$ cat src/sv/tick_to_millisecond_timer_top_defines.svh
// Assertion macros shared by the millisecond timer RTL.
`ifndef TICK_TO_MILLISECOND_TIMER_TOP_DEFINES_SVH
`define TICK_TO_MILLISECOND_TIMER_TOP_DEFINES_SVH

// Same-cycle implication, checked on the rising clock edge outside reset.
`define TTMS_ASSERT_IMP(lbl, ante, cons, msg) \
  lbl: assert property (@(posedge clk_i) disable iff (!rst_ni) (ante) |-> (cons)) \
    else $error(msg);

// Next-cycle implication, checked on the rising clock edge outside reset.
`define TTMS_ASSERT_NXT(lbl, ante, cons, msg) \
  lbl: assert property (@(posedge clk_i) disable iff (!rst_ni) (ante) |=> (cons)) \
    else $error(msg);

`endif

$ cat src/sv/ttms_pkg.sv
// Shared constants and command codes of the tick to millisecond timer.
`default_nettype none

package ttms_pkg;

  localparam int unsigned TICK_FREQUENCY_DEF = 10000;
  localparam int unsigned COUNTER_BITS_DEF   = 32;

  localparam logic [63:0] U32_ALL_ONES = 64'h0000_0000_FFFF_FFFF;
  localparam logic [63:0] MS_PER_S     = 64'd1000;

  // Reciprocal scaling shift used for the constant division by the tick rate.
  localparam int unsigned RECIP_SHIFT = 63;

  typedef enum logic [2:0] {
    CMD_READ    = 3'd0,
    CMD_CLEAR   = 3'd1,
    CMD_SAVE    = 3'd2,
    CMD_RESTORE = 3'd3,
    CMD_SERVICE = 3'd4
  } cmd_e;

endpackage

`default_nettype wire

$ cat src/sv/tick_to_millisecond_timer_top.sv
// Four stages: widen and fold (stage 0), two 32x32 partial products, a final
// sum and shift, and the output register. Throughput: one beat per cycle
// unless out_stall_i back-pressure or a restore hazard holds the input.
// A restore beat is held off while a save beat is still in the pipeline.
// Reset (asynchronous, active low) clears all timer state and empties the
// pipeline; the block accepts beats from the first cycle after reset.
`default_nettype none

`include "tick_to_millisecond_timer_top_defines.svh"

module tick_to_millisecond_timer_top #(
  parameter int unsigned TICK_FREQUENCY = ttms_pkg::TICK_FREQUENCY_DEF,
  parameter int unsigned COUNTER_BITS   = ttms_pkg::COUNTER_BITS_DEF
) (
  input  logic        clk_i,
  input  logic        rst_ni,
  input  logic        in_valid_i,
  output logic        in_stall_o,
  input  logic [2:0]  in_command_i,
  input  logic [31:0] in_counter_sample_i,
  output logic        out_valid_o,
  input  logic        out_stall_i,
  output logic [31:0] out_milliseconds_o
);

  // ceil(t * 1000 / F) = (t * K1 + K0) >> 63 with M = ceil(2^63 / F).
  localparam logic [127:0] FREQ_W   = 128'(TICK_FREQUENCY);
  localparam logic [127:0] RECIP_M  =
    ((128'd1 << ttms_pkg::RECIP_SHIFT) + FREQ_W - 128'd1) / FREQ_W;
  localparam logic [127:0] K1_FULL  = RECIP_M * 128'(ttms_pkg::MS_PER_S);
  localparam logic [127:0] K0_FULL  = RECIP_M * (FREQ_W - 128'd1);
  localparam logic [31:0]  K1_LO    = K1_FULL[31:0];
  localparam logic [31:0]  K1_HI    = K1_FULL[63:32];
  localparam logic [96:0]  K0       = K0_FULL[96:0];

  localparam logic [63:0]  FREQ_64    = 64'(TICK_FREQUENCY);
  localparam logic [31:0]  FOLD_TICKS =
    32'((ttms_pkg::U32_ALL_ONES / FREQ_64) * FREQ_64);
  localparam logic [31:0]  FOLD_MS    =
    32'((ttms_pkg::U32_ALL_ONES / FREQ_64) * ttms_pkg::MS_PER_S);
  localparam logic [31:0]  WRAP_STEP  = 32'(64'd1 << COUNTER_BITS);

  // Timer state.
  logic [COUNTER_BITS-1:0] prev_sample_q, prev_sample_d;
  logic [31:0]             wrap_ext_q, wrap_ext_d;
  logic [31:0]             epoch_ticks_q, epoch_ticks_d;
  logic [31:0]             prev_rel_q, prev_rel_d;
  logic [31:0]             epoch_ms_q, epoch_ms_d;
  logic [31:0]             stored_ms_q;

  // Pipeline registers.
  logic        v0_q, v1_q, v2_q, out_v_q;
  logic        read0_q, read1_q, read2_q;
  logic        save0_q, save1_q, save2_q;
  logic [31:0] ticks0_q;
  logic [31:0] ms0_q, ms1_q, ms2_q;
  logic [63:0] prod_lo_q, prod_hi_q;
  logic [31:0] quot_q;
  logic [31:0] out_ms_q;

  logic        rdy_out, rdy2, rdy1, rdy0;
  logic        save_busy, hazard, accept;
  logic        in_read, in_save;
  logic [COUNTER_BITS-1:0] sample_masked;
  logic [31:0] wide_ticks, rel_ticks;
  logic [96:0] scaled_sum;
  logic [31:0] result_ms;

  assign rdy_out = !out_v_q || !out_stall_i;
  assign rdy2    = !v2_q || rdy_out;
  assign rdy1    = !v1_q || rdy2;
  assign rdy0    = !v0_q || rdy1;

  assign save_busy  = (v0_q && save0_q) || (v1_q && save1_q) || (v2_q && save2_q);
  assign hazard     = (in_command_i == ttms_pkg::CMD_RESTORE) && save_busy;
  assign in_stall_o = !rdy0 || hazard;
  assign accept     = in_valid_i && !in_stall_o;

  assign in_read = (in_command_i == ttms_pkg::CMD_READ) ||
                   (in_command_i == ttms_pkg::CMD_SAVE);
  assign in_save = (in_command_i == ttms_pkg::CMD_SAVE);

  // Counter widening, epoch handling and the backwards fold.
  always_comb begin
    prev_sample_d = prev_sample_q;
    wrap_ext_d    = wrap_ext_q;
    epoch_ticks_d = epoch_ticks_q;
    prev_rel_d    = prev_rel_q;
    epoch_ms_d    = epoch_ms_q;
    sample_masked = in_counter_sample_i[COUNTER_BITS-1:0];
    rel_ticks     = '0;

    if (COUNTER_BITS < 32) begin
      if (sample_masked < prev_sample_q) begin
        wrap_ext_d = wrap_ext_q + WRAP_STEP;
      end
      prev_sample_d = sample_masked;
      wide_ticks    = 32'(sample_masked) + wrap_ext_d;
    end else begin
      wide_ticks = in_counter_sample_i;
    end

    unique case (in_command_i) inside
      ttms_pkg::CMD_READ, ttms_pkg::CMD_SAVE: begin
        rel_ticks = wide_ticks - epoch_ticks_q;
        if (rel_ticks < prev_rel_q) begin
          rel_ticks     = rel_ticks - FOLD_TICKS;
          epoch_ticks_d = epoch_ticks_q + FOLD_TICKS;
          epoch_ms_d    = epoch_ms_q + FOLD_MS;
        end
        prev_rel_d = rel_ticks;
      end
      ttms_pkg::CMD_CLEAR: begin
        epoch_ticks_d = wide_ticks;
        prev_rel_d    = '0;
        epoch_ms_d    = '0;
      end
      ttms_pkg::CMD_RESTORE: begin
        epoch_ticks_d = wide_ticks;
        prev_rel_d    = '0;
        epoch_ms_d    = stored_ms_q;
      end
      default: begin
      end
    endcase
  end

  always_ff @(posedge clk_i or negedge rst_ni) begin
    if (!rst_ni) begin
      prev_sample_q <= '0;
      wrap_ext_q    <= '0;
      epoch_ticks_q <= '0;
      prev_rel_q    <= '0;
      epoch_ms_q    <= '0;
    end else if (accept) begin
      prev_sample_q <= prev_sample_d;
      wrap_ext_q    <= wrap_ext_d;
      epoch_ticks_q <= epoch_ticks_d;
      prev_rel_q    <= prev_rel_d;
      epoch_ms_q    <= epoch_ms_d;
    end
  end

  // Stage valid bits.
  always_ff @(posedge clk_i or negedge rst_ni) begin
    if (!rst_ni) begin
      v0_q    <= 1'b0;
      v1_q    <= 1'b0;
      v2_q    <= 1'b0;
      out_v_q <= 1'b0;
    end else begin
      if (rdy0) begin
        v0_q <= accept;
      end
      if (rdy1) begin
        v1_q <= v0_q;
      end
      if (rdy2) begin
        v2_q <= v1_q;
      end
      if (rdy_out) begin
        out_v_q <= v2_q;
      end
    end
  end

  assign scaled_sum = {1'b0, prod_hi_q, 32'd0} + 97'(prod_lo_q) + K0;
  assign result_ms  = read2_q ? (quot_q + ms2_q) : '0;

  // Pipeline payload.
  always_ff @(posedge clk_i) begin
    if (rdy0 && accept) begin
      ticks0_q <= rel_ticks;
      ms0_q    <= epoch_ms_d;
      read0_q  <= in_read;
      save0_q  <= in_save;
    end
    if (rdy1 && v0_q) begin
      prod_lo_q <= ticks0_q * K1_LO;
      prod_hi_q <= ticks0_q * K1_HI;
      ms1_q     <= ms0_q;
      read1_q   <= read0_q;
      save1_q   <= save0_q;
    end
    if (rdy2 && v1_q) begin
      quot_q  <= scaled_sum[ttms_pkg::RECIP_SHIFT +: 32];
      ms2_q   <= ms1_q;
      read2_q <= read1_q;
      save2_q <= save1_q;
    end
    if (rdy_out && v2_q) begin
      out_ms_q <= result_ms;
    end
  end

  // The saved value is written as its beat enters the output register.
  always_ff @(posedge clk_i or negedge rst_ni) begin
    if (!rst_ni) begin
      stored_ms_q <= '0;
    end else if (rdy_out && v2_q && save2_q) begin
      stored_ms_q <= result_ms;
    end
  end

  assign out_valid_o        = out_v_q;
  assign out_milliseconds_o = out_ms_q;

  `TTMS_ASSERT_IMP(a_restore_after_save,
    accept && (in_command_i == ttms_pkg::CMD_RESTORE), !save_busy,
    "restore accepted while a save beat is in flight")

  `TTMS_ASSERT_NXT(a_read_tracks_prev,
    accept && in_read, ticks0_q == prev_rel_q && ms0_q == epoch_ms_q,
    "stage 0 ticks disagree with the recorded relative ticks")

  `TTMS_ASSERT_NXT(a_clear_resets_offsets,
    accept && (in_command_i == ttms_pkg::CMD_CLEAR),
    epoch_ms_q == 32'd0 && prev_rel_q == 32'd0,
    "clear did not reset the millisecond offset")

  `TTMS_ASSERT_NXT(a_stored_only_on_save,
    !(rdy_out && v2_q && save2_q), $stable(stored_ms_q),
    "stored milliseconds changed without a save beat")

endmodule

`default_nettype wire

$ cat config.mk
export PLATFORM = sky130hd
export DESIGN_NAME = tick_to_millisecond_timer_top
export DESIGN_NICKNAME = d
export VERILOG_FILES = /design/src/sv/ttms_pkg.sv /design/src/sv/tick_to_millisecond_timer_top.sv
export VERILOG_INCLUDE_DIRS = /design/src /design/src/sv
export SDC_FILE = /design/constraint.sdc
export NUM_CORES = 2
export LEC_CHECK = 0
export BUFFER_PORTS_ARGS = -buffer_cell sky130_fd_sc_hd__buf_2
export CORE_ASPECT_RATIO = 0.8
export CORE_MARGIN = 10
export CORE_UTILIZATION = 55
export DETAILED_ROUTE_END_ITERATION = 10
export GPL_ROUTABILITY_DRIVEN = 0
export HOLD_SLACK_MARGIN = 0.05
export PLACE_DENSITY = 0.75
export SLEW_MARGIN = 10
export SYNTH_ARGS = -nofsm -noshare
export SYNTH_HDL_FRONTEND = slang
export SYNTH_SLANG_ARGS = --single-unit
$ cat constraint.sdc
create_clock -name clk_i -period 18.91 [get_ports clk_i]
set_input_delay 2.8365 -clock clk_i [delete_from_list [all_inputs] [get_ports clk_i]]
set_output_delay 2.8365 -clock clk_i [all_outputs]
set_load 0.05 [all_outputs]
Word level (Yosys, flattened, before mapping)
Cells that the tools add are included.
{"block": "op_classes", "order_cmp": 1, "n_eq_ne": 4, "n_mux": 7, "n_addsub": 7, "n_mul": 2, "reduce_logical": 31}
{"cell": "32-bit 2-to-1 mux", "n": 4}
{"cell": "32-bit case mux with 2 select lines", "n": 2}
{"cell": "32-bit case mux with 3 select lines", "n": 1}
{"cell": "93-bit by 63-bit adder with 94-bit output (second input constant)", "n": 1}
{"cell": "92-bit by 64-bit adder with 93-bit output", "n": 1}
{"cell": "32-bit by 28-bit multiplier with 60-bit output (second input constant)", "n": 1}
{"cell": "32-bit by 26-bit multiplier with 58-bit output (second input constant)", "n": 1}
{"cell": "32-bit by 29-bit adder with 32-bit output (second input constant)", "n": 1}
{"cell": "32-bit adder", "n": 1}
{"cell": "32-bit adder (second input constant)", "n": 1}
{"cell": "32-bit < comparator", "n": 1}
{"cell": "32-bit subtractor", "n": 1}
{"cell": "32-bit subtractor (second input constant)", "n": 1}
{"cell": "1-bit logical AND", "n": 10}
{"cell": "1-bit logical OR", "n": 8}
{"cell": "1-bit logical NOT", "n": 7}
{"cell": "3-bit by 2-bit == test with 1-bit output (second input constant)", "n": 2}
{"cell": "2-bit OR reduction", "n": 2}
{"cell": "3-bit by 1-bit == test with 1-bit output (second input constant)", "n": 1}
{"cell": "3-bit logical NOT", "n": 1}
{"cell": "3-bit AND reduction", "n": 1}
{"cell": "2-bit inequality test (second input constant)", "n": 1}
{"cell": "2-bit AND reduction", "n": 1}
{"cell": "2-bit nonzero test", "n": 1}
{"block": "word_totals", "register_bits": 448, "output_inout_bits": 34, "word_cells": 74, "inputBits": 39}

Longest topological paths before layout
{"block": "logic_depth", "depth_word": 10, "depth_mapped": 25, "ltp_nobuf": 24}

Worst setup path after synthesis
OpenSTA, ideal clock, no wires.
{"block": "synth_path", "kind": "input -> register", "from": "in in_counter_sample_i[4]", "to": "reg ticks0_q[28], data pin", "stages": 21, "required_time_ns": 18.763, "slack_ns": 10.963, "arrival_ns": 7.800, "n_path_buf": 2, "setup_time_ns": 0.147, "cell_sequence": "ha_1 -> buf_6 -> a211o_1 -> a21o_1 -> o211a_4 -> a21oi_1 -> o211ai_1 -> o211ai_1 -> xnor2_1 -> clkbuf_1 -> ha_1 -> a21o_1 -> a21o_1 -> a21oi_1 -> nand2_1 -> o21ai_0 -> o32ai_2 -> or4_4 -> or4_1 -> or3_1 -> a21oi_1"}
{"block": "synth_via", "elab_chain_len": 3, "elab_cells_between_ends": 4, "classes_between": "2 x add/sub; 1 x order compare; 1 x mux"}
{"item": "start, declared", "line": "tick_to_millisecond_timer_top.sv:20", "source": "input logic [31:0] in_counter_sample_i,"}
{"item": "32-bit subtractor *", "line": "tick_to_millisecond_timer_top.sv:105", "source": "rel_ticks = wide_ticks - epoch_ticks_q;"}
{"item": "32-bit subtractor or 32-bit < comparator (tied branches)", "line": "tick_to_millisecond_timer_top.sv:107, tick_to_millisecond_timer_top.sv:106"}
{"item": "32-bit 2-to-1 mux *", "line": "tick_to_millisecond_timer_top.sv:106", "source": "if (rel_ticks < prev_rel_q) begin"}
{"item": "end signal, assigned", "line": "tick_to_millisecond_timer_top.sv:173", "source": "ticks0_q <= rel_ticks;"}
{"item": "end, declared", "line": "tick_to_millisecond_timer_top.sv:55", "source": "logic [31:0] ticks0_q;"}
Mark *: on every way between the ends. The rest lies on a longest branch, timed or not.
A chain may end at the register's enable or synchronous reset.

Final worst setup path
{"block": "layout_path", "from": "in in_command_i[0]", "to": "out in_stall_o"}
{"block": "layout_via", "elab_chain_len": 3}
{"item": "start, declared", "line": "tick_to_millisecond_timer_top.sv:19", "source": "input logic [2:0] in_command_i,"}
{"item": "3-bit by 2-bit == test with 1-bit output", "line": "tick_to_millisecond_timer_top.sv:75", "source": "assign hazard = (in_command_i == ttms_pkg::CMD_RESTORE) && save_busy;"}
{"item": "1-bit logical AND", "line": "tick_to_millisecond_timer_top.sv:75"}
{"item": "1-bit logical OR", "line": "tick_to_millisecond_timer_top.sv:76", "source": "assign in_stall_o = !rdy0 || hazard;"}
{"item": "end, declared", "line": "tick_to_millisecond_timer_top.sv:18", "source": "output logic in_stall_o,"}
Every way passes these cells.

==> flow_summary.json <==
{
  "die-height_um": 281,
  "setup_violations": 0,
  "track_usage_pct": 26.3,
  "report.final.slew_viol_count": 0,
  "synth_largest_area_cell": "fa_1",
  "syn-num-nets": 5859,
  "synth_flop_cell": "edfxtp_1",
  "grt_pass1_vias": 34800,
  "fin_nets": 5905,
  "synth-async-reset-ratio_pct": 29.7,
  "final_antenna_net_count": 0,
  "dr.pass1.iters": 5,
  "rsz0062_at_grt": "no",
  "postCtsSetupBuffers": 0,
  "synth_edf_count": 312,
  "synth_top_area_share_pct": 21.3,
  "route.detailed.drc": 0,
  "die_area_mm2": 0.0975,
  "area_delta_synth_final_pct": 6.67,
  "cp.arrival_ns": 6.13,
  "clock.fmax_mhz": 112,
  "core_mm2": 0.0843,
  "cts_max_path_buffers": 3,
  "grt_overflow": 0,
  "synth_seq_cells": 444,
  "ios": 73,
  "critical_path_class": "in -> out",
  "yosysWarningCount": 0,
  "yosysUniqueCellTypes": 83,
  "worst_setup_path_start_kind": "input port",
  "fillCellCount": 6880,
  "cts_resized": 0,
  "r2r_slack_ns": 10.49,
  "cts_tree": "yes",
  "num_rows": 95,
  "start_util_pct": 55.7,
  "wl_per_cell_um": 21.6,
  "fin_crit_ns": 8.96,
  "path_max_fanout": 51,
  "synth_common_cells": "inv_1, ha_1, fa_1",
  "vias_per_cell": 5.86,
  "numCtsBuffers": 47,
  "drt_iter0_drc": 3440,
  "clk_latency_ns": 0.64,
  "grt_pass1_wl_mm": 201,
  "drv_cap": 0,
  "seq_area_frac_synth_pct": 27.0,
  "hold_viol_final": 0,
  "ys_top_cells_by_area": "fa_1, edfxtp_1, ha_1",
  "cts_root_buf": "clkbuf_16",
  "cts.htree.levels": 2,
  "dieWidth_um": 347,
  "skew_ns": 0.0629,
  "syn_inst": 4751,
  "crit_required_ns": 16.07,
  "dp_hpwl_mm": 105,
  "relSlewSlack_pct": 20.5,
  "syn_avg_cell_area_um2": 9.88,
  "status": "finished clean",
  "synth.most_common_cell": "inv_1",
  "crit_path_end_kind": "output port",
  "drt-total-wl_mm": 128,
  "synth_area_mm2": 0.0469,
  "port_buffers": 72,
  "period_share_pct": 47.4,
  "finalSetupTns_ns": 0,
  "ctsHoldBuffers": 0,
  "antenna_found_initial": 4,
  "clk_pin_slew_ns": 0.07,
  "grt_max_degree": 85,
  "clock-sinks": 444,
  "vias": 34900,
  "drive_gt1_share_pct": 5.09,
  "worst-slew-pin-transition_ns": 1.16,
  "holdCritPathClass": "reg -> reg"
}
[path summary, 6_finish.rpt]
kind | from | end | cells after the start
hold / removal | ms0_q[9] | ms1_q[9] | 0
max in group asynchronous | rst_ni | epoch_ms_q[8] | 2
hold reg to reg | ms0_q[9] | ms1_q[9] | 0
setup / recovery | in_command_i[0] | in_stall_o | 7
setup reg to reg | ticks0_q[5] | prod_lo_q[55] | 23
min in group asynchronous | rst_ni | epoch_ticks_q[25] | 1
[worst max-delay path: stages]
cell	delay, ns
buf_2	0.64
nor2b_4	0.97
and2_1	0.96
a21o_1	0.24
a22oi_1	0.09
inv_1	0.10
buf_2	0.26
[per-stage QoR]
stage / worst slack, ns / area [um2] / hold slack, ns / util [%] / cells
floorplan: 10.96 / 46900 / 0.400 / - / 4751
global placement: 10.13 / 48500 / 0.401 / 57.6 / 5863
detailed placement: 9.98 / 48500 / 0.405 / 57.6 / 5863
CTS: 10.08 / 50100 / 0.359 / 59.4 / 5951
global route: 9.75 / 50100 / 0.366 / 59.4 / 5951
finish: 9.95 / 50100 / 0.367 / 59.4 / 5953
[logic make-up after synthesis]
group                      Yosys count  share of synthesized area (%)
and+or+nand+nor                    828                           8.64
buffers and inverters             1211                           9.70
AOI/OAI and AO/OA                  922                           12.8
muxes                               47                           1.10
adders and majority gates         1069                           36.5
DFF                                444                           27.0
xor gates and xnor gates           230                           4.29
[metal layers]
metal / global-route usage (%) / share of wire, %
met1: 36.5 / 43
met2: 38.3 / 42
met3: 9.33 / 12
met4: 7.84 / 3.4
met5: 0 / 0.031
[flip-flops by register name, summed over array words and instances, names as in the netlist, 30 cells and up]
| signal | flops |
|---|---|
| prod_hi_q | 58 |
| prod_lo_q | 58 |
| epoch_ms_q | 32 |
| epoch_ticks_q | 32 |
| ms0_q | 32 |
| ms1_q | 32 |
| ms2_q | 32 |
| out_milliseconds_o | 32 |
| prev_rel_q | 32 |
| stored_ms_q | 32 |
| ticks0_q | 32 |
| quot_q | 30 |
[cell usage in the layout, fill, tap and decap left out, types with 34 or more instances in the layout]
master	instances
fa_1	499
xor2_1	82
edfxtp_1	312
a21oi_1	250
o21ai_0	186
clkbuf_16	48
a31oi_1	47
dfrtp_1	132
buf_2	71
nor3_1	67
xnor2_1	148
nand3_1	82
inv_1	1113
nor2_1	216
nand2_1	189
nand4_1	48
mux2_2	34
a21o_1	132
ha_1	570
and3_1	44
and2_1	40
[layout make-up]
type	count	area, um2	share of cell area [%]
Sequential cell	444	12700	25.3
Timing Repair Buffer	94	532	1.06
Multi-Input combinational cell	3096	29700	59.4
Clock buffer	60	1280	2.55
Inverter	1114	4180	8.36
Antenna cell	2	5.00	0.0100
Clock inverter	28	277	0.552
Tap cell	1115	1400	2.79
Power is not shown: default switching activity piles up to over one toggle a cycle in this logic, so the estimate is an artifact.
